<file path="src/hdl/rgb4_pkg.sv">
// ----------------------------------------------------------------------------
// rgb4_pkg
// Shared types and constants of the four-tap RGB average filter.
// ----------------------------------------------------------------------------
package rgb4_pkg;

    // Line store depth and derived address width
    localparam int MAX_WIDTH  = 4096;
    localparam int MAX_HEIGHT = 4096;
    localparam int ADDR_W     = $clog2(MAX_WIDTH);

    // Configuration register widths and reset values
    localparam int CFG_W        = 13;
    localparam int PADDR_W      = 3;
    localparam int PIX_W        = 24;
    localparam int COORD_W      = 12;
    localparam int RES_SLOTS    = 3;
    localparam logic [CFG_W-1:0] WIDTH_RESET  = 13'd640;
    localparam logic [CFG_W-1:0] HEIGHT_RESET = 13'd480;

    // Register indexes (taken from paddr[2])
    localparam logic REG_FRAME_WIDTH  = 1'b0;
    localparam logic REG_FRAME_HEIGHT = 1'b1;

    typedef logic [ADDR_W-1:0]  t_col;
    typedef logic [COORD_W-1:0] t_row;
    typedef logic [PIX_W-1:0]   t_pix;

    typedef struct packed {
        logic [7:0] in_red;
        logic [7:0] in_green;
        logic [7:0] in_blue;
    } t_pix_in;

    typedef struct packed {
        logic [7:0]         out_red;
        logic [7:0]         out_green;
        logic [7:0]         out_blue;
        logic [COORD_W-1:0] pixel_column;
        logic [COORD_W-1:0] pixel_row;
        logic               run_last;
    } t_pix_out;

    // Frame geometry after clamping, plus restart strobe on a register write
    typedef struct packed {
        logic [CFG_W-1:0] width_eff;
        logic [CFG_W-1:0] height_eff;
        logic             restart;
    } t_frame_cfg;

    // Up to three results of one request, in emission order
    typedef struct packed {
        logic [RES_SLOTS-1:0] mask;
        t_pix_out             item2;
        t_pix_out             item1;
        t_pix_out             item0;
    } t_res_set;

endpackage

</file>
<file path="src/hdl/rgb4_result_buf.sv">
// ----------------------------------------------------------------------------
// rgb4_result_buf
// Output register for one request's results; emits one a cycle unless stalled.
// ----------------------------------------------------------------------------
module rgb4_result_buf (
    input  logic               i_clk,
    input  logic               i_rst_n,
    input  logic               i_load,
    input  rgb4_pkg::t_res_set i_set,
    output logic               o_ready,
    output logic               o_valid,
    input  logic               i_stall,
    output rgb4_pkg::t_pix_out o_result
);
    import rgb4_pkg::*;

    logic [RES_SLOTS-1:0] r_mask;
    t_pix_out             r_item0;
    t_pix_out             r_item1;
    t_pix_out             r_item2;
    logic [RES_SLOTS-1:0] rest_mask;
    logic                 take;

    assign o_valid   = |r_mask;
    assign take      = o_valid && !i_stall;
    assign rest_mask = r_mask & (r_mask - 1'b1);
    assign o_ready   = !o_valid || (take && (rest_mask == '0));

    // Load a new set, or drop the result just taken
    always_ff @(posedge i_clk) begin
        if (!i_rst_n) begin
            r_mask <= '0;
        end else if (i_load) begin
            r_mask <= i_set.mask;
        end else if (take) begin
            r_mask <= rest_mask;
        end
    end

    always_ff @(posedge i_clk) begin
        if (i_load) begin
            r_item0 <= i_set.item0;
            r_item1 <= i_set.item1;
            r_item2 <= i_set.item2;
        end
    end

    // Present the earliest pending result; mark the final one
    always_comb begin
        priority if (r_mask[0]) begin
            o_result = r_item0;
        end else if (r_mask[1]) begin
            o_result = r_item1;
        end else begin
            o_result = r_item2;
        end
        o_result.run_last = (rest_mask == '0);
    end

endmodule

</file>
<file path="config.mk">
export PLATFORM = sky130hd
export DESIGN_NAME = rgb4_result_buf
export DESIGN_NICKNAME = d
export VERILOG_FILES = /design/src/hdl/rgb4_pkg.sv /design/src/hdl/rgb4_result_buf.sv
export SDC_FILE = /design/constraint.sdc
export NUM_CORES = 1
export LEC_CHECK = 0
export ABC_AREA = 1
export ABC_CLOCK_PERIOD_IN_PS = 1710
export BUFFER_PORTS_ARGS = -buffer_cell sky130_fd_sc_hd__buf_2
export CAP_MARGIN = 30
export CORE_AREA = 2 2 136 138
export DETAILED_ROUTE_END_ITERATION = 8
export DIE_AREA = 0 0 138 140
export HOLD_SLACK_MARGIN = 0.03
export PLACE_DENSITY = 0.52
export SLEW_MARGIN = 20
export SYNTH_ARGS = -nofsm -noshare
export SYNTH_HDL_FRONTEND = slang
export SYNTH_SLANG_ARGS = --single-unit
</file>
<file path="constraint.sdc">
create_clock -name i_clk -period 1.71 [get_ports i_clk]
set_input_delay 0.2565 -clock i_clk [delete_from_list [all_inputs] [get_ports i_clk]]
set_output_delay 0.2565 -clock i_clk [all_outputs]
set_load 0.01 [all_outputs]
</file>
After elaboration in Yosys (flattened, before gate mapping)
Index checks and enable logic that the tools add are counted.

Register bits: 150. Bits in latches: 0. Memory bits (writable): 0. Bits in read-only memories: 0. Input port bits: 154. Output and inout port bits: 51. Logic and storage cells: 33. Memories: 0.

Add/sub/neg operators: 1. Multiply operators: 0. Divide/modulo/power cells: 0. Magnitude comparators: 0. Equal/unequal tests: 0. Shifts and indexed selects: 0. Muxes and demuxes: 4. Bitwise operators: 1. Reductions and logical operators: 8.

Operator list (number): $mux 49 (2); $mux 3 (2); $and 3x3->3 (1); $logic_not 3->1 (1); $reduce_or 3->1 (1); $sub 3x1->3 const B (1); $logic_and 1x1->1 (2); $logic_not 1->1 (2); $reduce_bool 2->1 (1); $logic_or 1x1->1 (1).

Depth between registers and ports, before layout
Depth after elaboration: 5. Gate-level depth with buffers: 7. Mapped depth without buffers: 6.

Worst setup path after synthesis
Ideal clock, no wire load.

Path type: reg2out. Start point: reg r_mask[1]. End point: out o_result[31] in the netlist's numbering. Arrival time: 942 ps. Required time: 1454 ps. Setup slack: 511 ps. Stages on the path, launching flop included: 6. Cell sequence: dfxtp_1 > buf_6 > inv_2 > buf_4 > nand2_1 > a21oi_1.

RTL lines: start, declared (line rgb4_result_buf.sv:17) `logic [RES_SLOTS-1:0] r_mask;`; start signal, assigned (line rgb4_result_buf.sv:34) `r_mask <= i_set.mask;`; start signal, assigned (line rgb4_result_buf.sv:36) `r_mask <= rest_mask;`; end, declared (line rgb4_result_buf.sv:13) `output rgb4_pkg::t_pix_out o_result`.

==> metrics.txt <==
Max IR drop VDD=0.0006510 V; final instance area=9309 sq um; Post-DP Area=6867 sq um; Clock Tree Buf Depth=2; std cell rows=49; Initial Utilization=31.37%; Detailed Routing Iterations Pass 1=5; Layout Cells excl Fill=1004; Critical Path RT=1.45 ns; vias in the first global route=4798; initial antenna violation count=0; worst-margin pin slew=0.2888 ns; Max-Cap Viols=0; Synth Area per Inst=14.19 sq um; Rel. slew slack=80.74%; minimum clock period=1.758 ns; Cells after Synth=393; RSZ-0062 raised after global routing=yes; Clock Sinks=147; most frequent cells in the layout=buf_2 (199), dlygate4sd3_1 (144), edfxtp_1 (144); power per cell area=1042 nW/um^2; Hold Slack=0.07768 ns; Port Buf Inserts=201; largest cells by area after synthesis=edfxtp_1 (78%), a21oi_1 (8.7%), nand2_1 (3.8%); Worst Min Path Start=i_rst_n; Clock transition at path regs=0.06 ns; crit path cell chain=buf_12, clkinv_16, buf_8, nor2_1, a21oi_2, buf_2; Final Net Count=915; Final Power=9.699 mW; WL/cell=15.50 um; TNS Setup=-0.3065 ns; Leak=3.822 nW; die area=19320 sq um; CP Max Fanout=8; CP Class=flip-flop to output port; commonest non-fill, non-tap cell in the layout=buf_2; CTS tree=done; status=finished with violations; Worst Skew=0.00009828 ns; gr usage total=15.97%; # setup viols final=20; # H-tree levels=4; critical path endpoint category=output port; dpl hpwl=9101 um; DR DRC count=0; Num CTS Buffers=17; top-area cell type share of the netlist area=77.54%; yosys warns=0; Syn Nets=547; final core occ=52.36%; failing checks=negative setup slack; total routed wirelength=15560 um; Seq cells post-synth=147; Worst Hold End=r_mask[1]; HP Class=input port to flip-flop; chip width=138 um; max-slew violation count=0; Synth cell types=17; Die Ht=140 um; dpl cells=817; Final Hold Vio Count=0; f_max=568.8 MHz; r2r setup slk=0.55 ns; worst reg2reg endpoint=r_mask[2]; Synth area leader=edfxtp_1; RePlAce Congestion=0.7812; worst hold path cell count=3; first-pass GRT wire length=23960 um; FF-to-FF Start=r_mask[0]; sequential share of the synthesized area=78.62%; Detail Route Antenna Nets=0; CTS root buf=clkbuf_16; post-DR vias/cell=4.422; mapped cell area=5577 sq um; vias=4440; Critical Path Max Stage Delay=0.40 ns; core area=17780 sq um; period utilisation layout=102.8%; CP max-delay cell=dfxtp_4; grt total ovfl=0; area delta synth->final=66.93%; Final WS setup=-0.04811 ns; worst skew pair latency=0.41 ns; I/O Pins=205; pin count of the biggest net entering global routing=52; CP arrival=1.50 ns; share of cells above drive strength 1=39.53%; Worst Reg-to-Reg Cells=8; Setup crit start kind=flip-flop; initial drt markers=148; Post-Place Worst Slack=0.2129 ns
==> Yosys cell counts <==
| master | n |
|---|---|
| nand3_1 | 4 |
| nor2_1 | 51 |
| edfxtp_1 | 144 |
| o21ai_1 | 2 |
| a21oi_2 | 2 |
| buf_2 | 10 |
| inv_4 | 1 |
| nand3_2 | 1 |
| dfxtp_1 | 3 |
| buf_6 | 11 |
| nand2_1 | 56 |
| nand2_4 | 2 |
| inv_2 | 1 |
| nor2_4 | 1 |
| a21oi_1 | 97 |
| buf_4 | 1 |
| inv_1 | 6 |
==> worst max path at each step <==
| stage | end | start | cells after the start | slack [ns] |
|---|---|---|---|---|
| 2_1_floorplan | o_result[31] | r_mask[1] | 5 | 0.51 |
| 3_3_place_gp | o_result[11] | r_mask[1] | 5 | 0.24 |
| 3_5_place_dp | o_result[8] | r_mask[1] | 5 | 0.21 |
| 4_1_cts | o_ready | r_mask[0] | 7 | -0.08 |
| 5_1_grt | o_result[38] | r_mask[1] | 5 | -0.13 |
| 6_report | o_result[35] | r_mask[0] | 6 | -0.05 |
==> where the power goes <==
part	internal [mW]	switching [mW]	total [mW]
Sequential	4.27	0.0917	4.36
Combinational	0.705	0.647	1.35
Clock	2.46	1.52	3.98
==> metal layers <==
metal  up-vias  track usage, %  share of wire, %
met3        13           4.991               6.2
met5         -               0                 0
met2       174           27.85                51
met4         0           5.263               1.2
li1       2160               -                 -
met1      2093           18.83                41
==> cell type report <==
type | count | area, sq um
diodes | 1 | 2.502
clock buffers | 18 | 429.2
clock inverters | 14 | 201.4
fillers | 1546 | 8471
inverters | 8 | 63.81
multi-input cells | 216 | 1095
flip-flops and latches | 147 | 4392
well taps | 229 | 286.5
repair buffers | 370 | 2830
repair inverters | 1 | 8.758
==> critical path, delay by kind of cell (launching register included) <==
family / cells / cell delay [ns]
buf+inv: 4 / 0.51
simple gates: 1 / 0.12
compound gates: 1 / 0.05
flops: 1 / 0.40
==> cells by family after synthesis <==
group           Yosys count  share of synthesized area [%]
simple gates            115                          8.346
flops                   147                          78.62
compound gates          101                          9.199
buf+inv                  30                          3.837
==> what timing repair did <==
item | 4_1_cts | 5_1_grt
gates resized for setup | 36 | 34
gates cloned | 3 | 0
endpoints found under the setup margin | 50 | 50
hold endpoints to repair | 144 | 0
setup buffers | 4 | 3
pin swaps | 6 | 2
hold buffers | 144 | 0
==> flip-flops by register name (all words and copies together), names as in the netlist <==
name / count
r_item1: 48
r_item2: 48
r_item0: 48
r_mask: 3
Note: power is estimated with default switching activity, not from simulation.
