===== src/hdl/rgb4_pkg.sv =====
// ----------------------------------------------------------------------------
// rgb4_pkg
// Shared types and constants of the four-tap RGB average filter.
// ----------------------------------------------------------------------------
package rgb4_pkg;

    // Line store depth and derived address width
    localparam int MAX_WIDTH  = 4096;
    localparam int MAX_HEIGHT = 4096;
    localparam int ADDR_W     = $clog2(MAX_WIDTH);

    // Configuration register widths and reset values
    localparam int CFG_W        = 13;
    localparam int PADDR_W      = 3;
    localparam int PIX_W        = 24;
    localparam int COORD_W      = 12;
    localparam int RES_SLOTS    = 3;
    localparam logic [CFG_W-1:0] WIDTH_RESET  = 13'd640;
    localparam logic [CFG_W-1:0] HEIGHT_RESET = 13'd480;

    // Register indexes (taken from paddr[2])
    localparam logic REG_FRAME_WIDTH  = 1'b0;
    localparam logic REG_FRAME_HEIGHT = 1'b1;

    typedef logic [ADDR_W-1:0]  t_col;
    typedef logic [COORD_W-1:0] t_row;
    typedef logic [PIX_W-1:0]   t_pix;

    typedef struct packed {
        logic [7:0] in_red;
        logic [7:0] in_green;
        logic [7:0] in_blue;
    } t_pix_in;

    typedef struct packed {
        logic [7:0]         out_red;
        logic [7:0]         out_green;
        logic [7:0]         out_blue;
        logic [COORD_W-1:0] pixel_column;
        logic [COORD_W-1:0] pixel_row;
        logic               run_last;
    } t_pix_out;

    // Frame geometry after clamping, plus restart strobe on a register write
    typedef struct packed {
        logic [CFG_W-1:0] width_eff;
        logic [CFG_W-1:0] height_eff;
        logic             restart;
    } t_frame_cfg;

    // Up to three results of one request, in emission order
    typedef struct packed {
        logic [RES_SLOTS-1:0] mask;
        t_pix_out             item2;
        t_pix_out             item1;
        t_pix_out             item0;
    } t_res_set;

endpackage


===== src/hdl/rgb4_cfg.sv =====
// ----------------------------------------------------------------------------
// rgb4_cfg
// APB-style register file for frame width and height, with clamping.
// ----------------------------------------------------------------------------
module rgb4_cfg (
    input  logic                        i_clk,
    input  logic                        i_rst_n,
    input  logic                        psel,
    input  logic                        penable,
    input  logic                        pwrite,
    input  logic [rgb4_pkg::PADDR_W-1:0] paddr,
    input  logic [31:0]                 pwdata,
    output logic [31:0]                 prdata,
    output logic                        pready,
    output rgb4_pkg::t_frame_cfg        o_cfg
);
    import rgb4_pkg::*;

    logic [CFG_W-1:0] r_frame_width;
    logic [CFG_W-1:0] r_frame_height;
    logic             wr_en;
    logic             reg_sel;

    assign pready  = 1'b1;
    assign wr_en   = psel && penable && pwrite && pready;
    assign reg_sel = paddr[2];

    // Hold the register values
    always_ff @(posedge i_clk) begin
        if (!i_rst_n) begin
            r_frame_width  <= WIDTH_RESET;
            r_frame_height <= HEIGHT_RESET;
        end else if (wr_en) begin
            unique case (reg_sel)
                REG_FRAME_WIDTH:  r_frame_width  <= pwdata[CFG_W-1:0];
                REG_FRAME_HEIGHT: r_frame_height <= pwdata[CFG_W-1:0];
                default:          r_frame_width  <= r_frame_width;
            endcase
        end
    end

    // Read back the raw register
    assign prdata = (reg_sel == REG_FRAME_HEIGHT) ? 32'(r_frame_height)
                                                  : 32'(r_frame_width);

    // Clamp geometry to one at zero and to MAX_WIDTH / MAX_HEIGHT at the top
    always_comb begin
        if (r_frame_width == '0) begin
            o_cfg.width_eff = CFG_W'(1);
        end else if (32'(r_frame_width) > 32'(MAX_WIDTH)) begin
            o_cfg.width_eff = CFG_W'(MAX_WIDTH);
        end else begin
            o_cfg.width_eff = r_frame_width;
        end
        if (r_frame_height == '0) begin
            o_cfg.height_eff = CFG_W'(1);
        end else if (32'(r_frame_height) > 32'(MAX_HEIGHT)) begin
            o_cfg.height_eff = CFG_W'(MAX_HEIGHT);
        end else begin
            o_cfg.height_eff = r_frame_height;
        end
        o_cfg.restart = wr_en;
    end

endmodule


===== config.mk =====
export PLATFORM = sky130hd
export DESIGN_NAME = rgb4_cfg
export DESIGN_NICKNAME = d
export VERILOG_FILES = /design/src/hdl/rgb4_pkg.sv /design/src/hdl/rgb4_cfg.sv
export SDC_FILE = /design/constraint.sdc
export NUM_CORES = 1
export LEC_CHECK = 0
export ABC_AREA = 1
export BUFFER_PORTS_ARGS = -buffer_cell sky130_fd_sc_hd__buf_2
export CORE_MARGIN = 4
export CORE_UTILIZATION = 42
export DETAILED_ROUTE_END_ITERATION = 10
export HOLD_SLACK_MARGIN = 0.06
export PLACE_DENSITY = 0.82
export SLEW_MARGIN = 0
export SYNTH_ARGS = -nofsm -noshare
export SYNTH_HDL_FRONTEND = slang
export SYNTH_SLANG_ARGS = --single-unit

===== constraint.sdc =====
create_clock -name i_clk -period 1.6 [get_ports i_clk]
set_clock_uncertainty 0.2 [all_clocks]
set_input_delay 0.24 -clock i_clk [delete_from_list [all_inputs] [get_ports i_clk]]
set_output_delay 0.24 -clock i_clk [all_outputs]
set_load 0.005 [all_outputs]

# Word level (Yosys, flattened, before mapping)
# Index checks and enable logic that the tools add are counted.
# word_totals
reg_bits,26
in_bits,40
output_inout_bits,60
word_cells,16
# classes
magnitude_cmp,2
muxes,5
n_bitwise,1
reduce_logical,6
# ops
op,count
13-bit 2-to-1 mux,5
13-bit > comparator (second input constant),2
13-bit zero test,2
2-bit AND reduction,2
1-bit logical AND,2
1-bit inverter,1

# Logic depth before layout (Yosys ltp)
# logic_depth
ltp_word,3
depth_mapped,7
depth_no_buf,7

# Worst setup path before layout
# Ideal clock, no wire load.
# synth_path
path_type,register to output
startpoint,register r_frame_height[6]
endpoint,output o_cfg[10] (netlist name)
arrival_time_ns,0.912
required_ns,1.160
setup_slack_ns,0.248
stages_incl_launch_ff,6
n_path_buf,0
path_cell_list,dfxtp_1 > nor2_1 > nand2_1 > nor2_1 > nand2_2 > a21boi_0
# synth_lines
element,line_no,text
"start, declared",rgb4_cfg.sv:20,logic [CFG_W-1:0] r_frame_height;
"start signal, assigned",rgb4_cfg.sv:36,REG_FRAME_HEIGHT: r_frame_height <= pwdata[CFG_W-1:0];
"end, declared",rgb4_cfg.sv:15,output rgb4_pkg::t_frame_cfg o_cfg

==> results.json <==
{
  "critPathCapture": "o_cfg[23]",
  "grt_overflow": 0,
  "violations": "negative setup slack",
  "r2r_setup_slack_ps": 450,
  "endpoint_kind": "primary output",
  "max_stage_delay_ps": 330,
  "layout-drive-gt1-share_pct": 44.5,
  "rows": 22,
  "antenna_cells": 0,
  "yosys.area.top_type": "dfxtp_1",
  "synth_xor_area_share_pct": 0,
  "holdWs_ps": 172,
  "coreArea_mm2": 0.00363,
  "worst-path-stages": 6,
  "drt-pass1-iter-count": 5,
  "finalCritPeriodShare_pct": 116,
  "crit_arrival_ps": 1420,
  "rr_endpoint": "r_frame_width[12]",
  "power_density_mw_per_mm2": 671,
  "synth.distinct_cells": 22,
  "clk_path_buf_depth": 2,
  "cp_max_fo": 5,
  "worstPathRequired_ps": 1160,
  "synth_area_mm2": 0.00158,
  "synth_warnings": 0,
  "synth.cells.most_frequent": "33 x nand2_1, 28 x inv_1, 26 x dfxtp_1",
  "drt_iter0_markers": 110,
  "yosysMostFrequentCell": "nand2_1",
  "antenna_found_initial": 0,
  "cts_inserted_buffers": 3,
  "synthArstFlopShare_pct": 0,
  "fp.dieW_um": 69.3,
  "routed_via_density": 4.87,
  "period_minus_slack_ps": 1860,
  "crit_start": "r_frame_width[2]",
  "wl_per_cell_um": 13.5,
  "grt_pass1_wl_um": 7450,
  "p_switching_w": 0.000400,
  "seq_power_share_pct": 44.9,
  "grt_pass1_vias": 1587,
  "rr_startpoint": "r_frame_width[12]",
  "synth_area_leaders": "dfxtp_1 33%, buf_4 11%, nand2_1 7.8%",
  "cts.htree.levels": 1,
  "p_int_w": 0.00114,
  "cts-root-buf": "clkbuf_8",
  "synth-adder-area-share_pct": 0,
  "critical_path_class": "reg -> out",
  "multiInputGateArea_um2": 956,
  "cts_tree": "yes",
  "fmax_mhz": 538,
  "grt_max_degree": 27,
  "dpl.hpwl_um": 3250,
  "clock_latency_ps": 270,
  "clkSinkCount": 26,
  "timing.final.hold_violations": 0,
  "synth_cells": 229,
  "switching_share_pct": 26.0,
  "synth_simple_gate_area_share_pct": 18.9,
  "final_antenna_net_count": 0,
  "die_area_mm2": 0.00480,
  "cp_slowest_cell": "dfxtp_2",
  "stdcell_count": 356,
  "io_pins": 100,
  "ir_worst_vdd_mv": 0.516,
  "die_h_um": 69.3,
  "worst_setup_path_start_kind": "flop",
  "comb_power_share_pct": 19.6,
  "path_delay_family": "simple AND/OR/NAND/NOR gates",
  "p_leak_nw": 1.18,
  "utilization_pct": 63.2,
  "ff2ff_path_depth": 3,
  "synth_top_family_by_area": "compound AO/OA/AOI/OAI gates",
  "synth_edf_count": 0,
  "nFillCells": 314,
  "gp_congestion": 0.857,
  "syn_area_per_cell_um2": 6.90,
  "area_growth_pct": 45.5,
  "synth-main-ff-cell": "dfxtp_1",
  "synth-compound-area-share_pct": 25.6,
  "yosysTopAreaCellShare_pct": 33.0,
  "hold_path_class": "in -> reg",
  "io_buffers": 58,
  "p_clk_share_pct": 35.5,
  "dp.cells": 334,
  "drc": 0,
  "synth-seq-cells": 26,
  "clk_pin_slew_ps": 100,
  "final_net_count": 349,
  "setup_violations": 20,
  "crit_chain": "inv_2 -> nand2_2 -> nor3_4 -> nand2_4 -> a21oi_2 -> buf_2",
  "grt_usage_pct": 18.6,
  "rsz0062_at_grt": "yes",
  "synthMuxAreaShare_pct": 0,
  "critPathBufInv": 2,
  "routed_wl_um": 4820,
  "status": "complete, but fails checks",
  "final.setup.worst_slack_ps": -260,
  "maxCapViolCount": 0,
  "final-seq-area_um2": 536,
  "initial_core_util_pct": 43.5,
  "maxSlewViolCount": 0,
  "ys_seq_area_share_pct": 33.0,
  "num_vias": 1733
}
## state kept, by name (all words and copies together) (netlist names)
signal          cells
r_frame_width      13
r_frame_height     13
## cell families (layout without fill, tap and decap cells)
family	count (synthesis)	count (layout)
AOI/OAI and AO/OA	71	71
and+or+nand+nor	67	69
buffers and inverters	63	122
DFF	26	26
other	2	20
## worst min-delay path by stage
stage / from / end / cells past startpoint / slack (ps)
after global routing: i_rst_n / r_frame_height[5] / 2 / 190
after global placement: pwdata[6] / r_frame_height[6] / 3 / 280
after detailed placement: pwdata[6] / r_frame_height[6] / 3 / 270
final: i_rst_n / r_frame_height[7] / 2 / 170
after floorplan: pwdata[6] / r_frame_height[6] / 2 / 170
after CTS: i_rst_n / r_frame_height[7] / 2 / 160
## layer usage
metal / routed length, um / part of all wire (%) / track usage (%)
met1: 2010 / 42 / 23.3
met2: 2410 / 50 / 32.5
met4: 101 / 2.1 / 4.77
met3: 301 / 6.2 / 3.33
met5: 0 / 0 / 0
## cell usage in the layout (no fill, tap or decap), types with 3 or more instances in the layout
cell type       n
a21boi_2        7
a21oi_1        11
a21oi_2        13
buf_2          58
buf_4          16
clkbuf_8        3
conb_1         20
dfxtp_1        16
dfxtp_2         9
dlygate4sd3_1  13
inv_1          25
inv_2           3
nand2_1        28
nand2_2         4
nand2_4         5
nand3_1         3
nor2_1         17
nor2_2          3
nor2_4          6
o211ai_1        3
o21ai_0        21
o21ai_1        12
## power groups by stage
stage                     clock (W)  sequential (W)  combinational (W)
final                      0.000548        0.000692           0.000302
after global routing       0.000569        0.000695           0.000331
after CTS                  0.000553        0.000687           0.000281
after detailed placement          0        0.000700           0.000232
after global placement            0        0.000698           0.000228
after floorplan                   0        0.000698           0.000166
## through the flow
| stage | total power, W | TNS (ps) | area [um2] | worst slack (ps) |
|---|---|---|---|---|
| 4_1_cts | 0.00152 | -3770 | 2200 | -227 |
| 2_1_floorplan | 0.000865 | 0 | 1650 | 248 |
| 3_5_place_dp | 0.000932 | 0 | 1870 | 2.11 |
| 5_1_grt | 0.00159 | -5610 | 2300 | -308 |
| 6_report | 0.00154 | -4170 | 2300 | -260 |
| 3_3_place_gp | 0.000926 | 0 | 1870 | 74.2 |
## what timing repair did
item | 4_1_cts | 5_1_grt
gates cloned | 2 | 0
setup endpoints to repair | 20 | 22
gates resized for setup | 40 | 32
hold endpoints to repair | 26 | 0
pin swaps | 10 | 12
hold buffers | 13 | 0
buffers inserted | 3 | 0
## area by class of cell
class	count	share of cell area, %
Clock buffer	3	1.80
Clock inverter	1	1.31
Inverter	29	4.85
Multi-Input combinational cell	160	41.6
Sequential cell	26	23.3
Tap cell	48	2.61
Timing Repair Buffer	89	24.5
(Power assumes the default switching activity.)
